File: src/rtl/slt_pkg.sv
package slt_pkg;

  // Command codes; the codes above CMD_CLEAR do nothing.
  localparam logic [2:0] CMD_INSERT = 3'd0;
  localparam logic [2:0] CMD_DELVAL = 3'd1;
  localparam logic [2:0] CMD_DELIDX = 3'd2;
  localparam logic [2:0] CMD_READ   = 3'd3;
  localparam logic [2:0] CMD_CLEAR  = 3'd4;

  // Status codes.
  localparam logic [1:0] ST_OK       = 2'd0;
  localparam logic [1:0] ST_FULL     = 2'd1;
  localparam logic [1:0] ST_EMPTY    = 2'd2;
  localparam logic [1:0] ST_NOTFOUND = 2'd3;

  // Width of the key field at the ports.
  localparam int KEY_PORT_BITS = 16;

  // What every cell of the chain does on a clock edge.
  typedef enum logic [1:0] {
    CELL_HOLD,
    CELL_INSERT,
    CELL_SHIFT_GE,
    CELL_SHIFT_POS
  } cell_op_t;

  // Sequencer states.
  typedef enum logic [1:0] {
    S_IDLE,
    S_EXEC,
    S_WAIT
  } state_t;

  // One result word.
  typedef struct packed {
    logic [1:0]               status;
    logic [7:0]               count;
    logic [7:0]               removed;
    logic [KEY_PORT_BITS-1:0] read_key;
  } result_t;

endpackage

File: src/rtl/slt_cell.sv
module slt_cell #(
  parameter int KW  = 16,
  parameter int CW  = 8,
  parameter int PW  = 8,
  parameter int IDX = 0
) (
  input  logic              clk,
  input  slt_pkg::cell_op_t op,
  input  logic [KW-1:0]     bkey,
  input  logic [PW-1:0]     bpos,
  input  logic [CW-1:0]     cnt,
  input  logic              prev_lt,
  input  logic [KW-1:0]     prev_key,
  input  logic [KW-1:0]     next_key,
  output logic [KW-1:0]     key,
  output logic              lt,
  output logic              eq,
  output logic [KW-1:0]     sel_key
);
  import slt_pkg::*;

  localparam logic [PW-1:0] MY_POS = PW'(IDX);

  logic occupied;
  logic at_or_after;

  // Local compares against the broadcast key and position.
  always_comb begin
    occupied    = PW'(cnt) > MY_POS;
    lt          = occupied && (key < bkey);
    eq          = occupied && (key == bkey);
    at_or_after = MY_POS >= bpos;
    sel_key     = (MY_POS == bpos) ? key : '0;
  end

  // The stored key moves right on insert and left on removal.
  always_ff @(posedge clk) begin
    case (op)
      CELL_INSERT: begin
        if (!lt) begin
          key <= prev_lt ? bkey : prev_key;
        end
      end
      CELL_SHIFT_GE: begin
        if (!lt) begin
          key <= next_key;
        end
      end
      CELL_SHIFT_POS: begin
        if (at_or_after) begin
          key <= next_key;
        end
      end
      default: begin
        key <= key;
      end
    endcase
  end

endmodule
File: config.mk
export PLATFORM = sky130hd
export DESIGN_NAME = slt_cell
export DESIGN_NICKNAME = d
export VERILOG_FILES = /design/src/rtl/slt_pkg.sv /design/src/rtl/slt_cell.sv
export SDC_FILE = /design/constraint.sdc
export NUM_CORES = 1
export LEC_CHECK = 0
export BUFFER_PORTS_ARGS = -buffer_cell sky130_fd_sc_hd__buf_2
export CAP_MARGIN = 20
export CORE_ASPECT_RATIO = 1.75
export CORE_MARGIN = 2
export CORE_UTILIZATION = 42
export CTS_BUF_LIST = sky130_fd_sc_hd__clkbuf_2
export CTS_CLUSTER_SIZE = 30
export DETAILED_ROUTE_END_ITERATION = 10
export PLACE_DENSITY_LB_ADDON = 0.1
export SETUP_SLACK_MARGIN = 0.1
export SYNTH_ARGS = -nofsm -noshare
export SYNTH_HDL_FRONTEND = slang
export SYNTH_SLANG_ARGS = --single-unit
File: constraint.sdc
create_clock -name clk -period 3.2 [get_ports clk]
set_input_delay 0.16 -clock clk [delete_from_list [all_inputs] [get_ports clk]]
set_output_delay 0.16 -clock clk [all_outputs]
set_load 0.03 [all_outputs]
==> impl_metrics.json <==
{
  "gr-total-overflow": 0,
  "power_leakage_uw": 0.00106,
  "drt-initial-drc-count": 12,
  "cts-root-buf": "clkbuf_2",
  "fin_crit_ps": 2580,
  "clk_latency_ps": 300,
  "min_path_cells": 3,
  "ys_types": 24,
  "place.gp.congestion": 0.781,
  "synth-seq-cells": 16,
  "post_cts_buffers": 0,
  "irDropWorstVdd_v": 0.000162,
  "die_y_um": 79.6,
  "numPortBuffers": 101,
  "hold_path.class": "primary input to flip-flop",
  "finClkSkew_ps": 19.7,
  "regMostFlops": "key",
  "critPathArrivalTime_ps": 2580,
  "final_layout_size_suffix_gt1_share_pct": 42.9,
  "cp_max_fo": 12,
  "path_class": "flip-flop to flip-flop",
  "relSlewSlack_pct": 64.3,
  "clock_sinks": 16,
  "timing.rr.end": "key[7]$_DFFE_PP_",
  "place_worst_setup_slack_ps": 629,
  "ys_seq_area_share_pct": 35.0,
  "cts_max_level": 1,
  "rsz0062_at_grt": "false",
  "final_area_mm2": 0.00193,
  "num_rows": 27,
  "cp-start-kind": "flip-flop",
  "critPathRequiredTime_ps": 3200,
  "post_drt_wl_per_cell_um": 12.4,
  "vias_per_cell": 4.94,
  "setup_ws_ps": 617,
  "place_area_mm2": 0.00192,
  "grt_max_degree": 35,
  "coreArea_mm2": 0.00314,
  "fin_nets": 338,
  "syn_nets": 237,
  "track_usage_pct": 19.4,
  "worst_pin_slew_ps": 536,
  "yosysWarnings": 0,
  "fmax_ghz": 0.387,
  "drtAntennaViolNets": 0,
  "drc": 0,
  "synth_cells": 153,
  "total_power_uw": 556,
  "die_x_um": 47.2,
  "r2r-start": "key[15]$_DFFE_PP_",
  "via_count": 1456,
  "ios": 102,
  "routed_wl_mm": 3.64,
  "period_share_pct": 80.7,
  "tns_ps": 0,
  "cts_resized": 0,
  "setup_violations": 0,
  "start_util_pct": 43.6,
  "drv_cap": 0,
  "finalHoldViolations": 0,
  "dieArea_mm2": 0.00376,
  "hold_start": "next_key[14]",
  "mostFrequentLayoutCell": "buf_2",
  "antenna_found_initial": 0,
  "syn_avg_cell_area_um2": 8.96,
  "cts.path.max_buffers": 2,
  "grt_pass1_vias": 1384,
  "cts_buffers": 3,
  "largestRegisters": "key (16)",
  "antennaDiodeCount": 0,
  "largest_reg_flops": 16,
  "syn_area_mm2": 0.00137,
  "n_fill_cell": 332,
  "hpwl_mm": 3.01,
  "regToRegSetupSlack_ps": 620,
  "r2r_cells": 7,
  "grt_pass1_wl_mm": 5.42,
  "whs_endpoint": "key[14]$_DFFE_PP_",
  "final_cell_mix": "buf_2 (101), nand2_1 (19), o21ai_0 (19), inv_1 (17)",
  "holdWs_ps": 124,
  "path_clk_slew_ps": 160,
  "syn_to_final_growth_pct": 40.8,
  "critPathCaptureType": "flip-flop",
  "drtPass1Iterations": 4,
  "status": "complete, no violations",
  "hold_buffers": 0,
  "cts_tree": "built",
  "p_per_area_mw_per_mm2": 288,
  "slew_violations": 0
}
[power breakdown]
part | switching, uW | total (uW) | internal, uW
combinational | 117 | 201 | 84.2
clock | 63.9 | 89.5 | 25.6
sequential | 10.4 | 266 | 255
total | 191 | 556 | 365
[critical path: stages, from the launching register on]
cell      delay [ps]
edfxtp_1         440
ha_1             310
nand4_1          110
or4_1            560
a21o_1           170
o211a_1          140
o21ai_2          280
buf_4            280
[cell usage after synthesis]
cell type / n / area (um^2)
a211oi_1: 1 / 7.51
a21o_1: 1 / 7.51
a21oi_1: 6 / 30.0
and2_1: 15 / 93.8
buf_2: 2 / 10.0
clkbuf_1: 4 / 15.0
clkbuf_2: 1 / 5.00
edfxtp_1: 16 / 480
ha_1: 16 / 200
inv_1: 17 / 63.8
mux2i_1: 16 / 160
nand2_1: 19 / 71.3
nand3_1: 1 / 5.00
nand4_1: 3 / 18.8
nor2_1: 2 / 7.51
nor2_2: 1 / 6.26
nor2b_1: 1 / 6.26
nor3_1: 3 / 15.0
o211a_1: 1 / 10.0
o211ai_1: 1 / 7.51
o21ai_0: 19 / 95.1
o21ai_2: 1 / 8.76
or4_1: 5 / 37.5
xnor2_1: 1 / 8.76
[cells by family (layout without fill, tap and decap cells)]
family	Yosys count	in the layout	share of synthesized area, %
DFF	16	16	35.0
buffers and inverters	24	123	6.84
xor gates and xnor gates	1	1	0.639
adders and majority gates	16	16	14.6
muxes	16	16	11.7
and+or+nand+nor	50	50	19.1
AOI/OAI and AO/OA	30	30	12.1
[layer usage]
metal  global-route usage [%]  up-vias  wire length [um]
met5                        0        -                 0
met4                     6.67        0                75
met3                     2.04        8               181
met2                     39.0       55              2070
met1                     17.9      655              1320
li1                         -      738                 -
[worst max-delay path by stage]
stage	slack, ps	endpoint	from
global placement	670	key[7]$_DFFE_PP_	key[14]$_DFFE_PP_
CTS	590	key[4]$_DFFE_PP_	key[14]$_DFFE_PP_
finish	620	key[7]$_DFFE_PP_	key[15]$_DFFE_PP_
detailed placement	630	key[6]$_DFFE_PP_	key[15]$_DFFE_PP_
floorplan	370	key[0]$_DFFE_PP_	key[15]$_DFFE_PP_
global route	460	key[5]$_DFFE_PP_	key[11]$_DFFE_PP_
[stage by stage]
step                instances  utilization [%]
floorplan                 153                -
detailed placement        292             61.0
finish                    295             61.4
global placement          292             61.0
global route              295             61.4
CTS                       295             61.4
[final cells by class]
cell class              instances  area, um^2  share of cell area, %
clock buffers                   3        15.0                  0.778
inverters                      17        63.8                   3.31
multi-input cells             113         797                   41.3
flip-flops and latches         16         480                   24.9
well taps                      43        53.8                   2.79
repair buffers                103         520                   27.0
No activity file was read; power rests on OpenSTA's default activity.
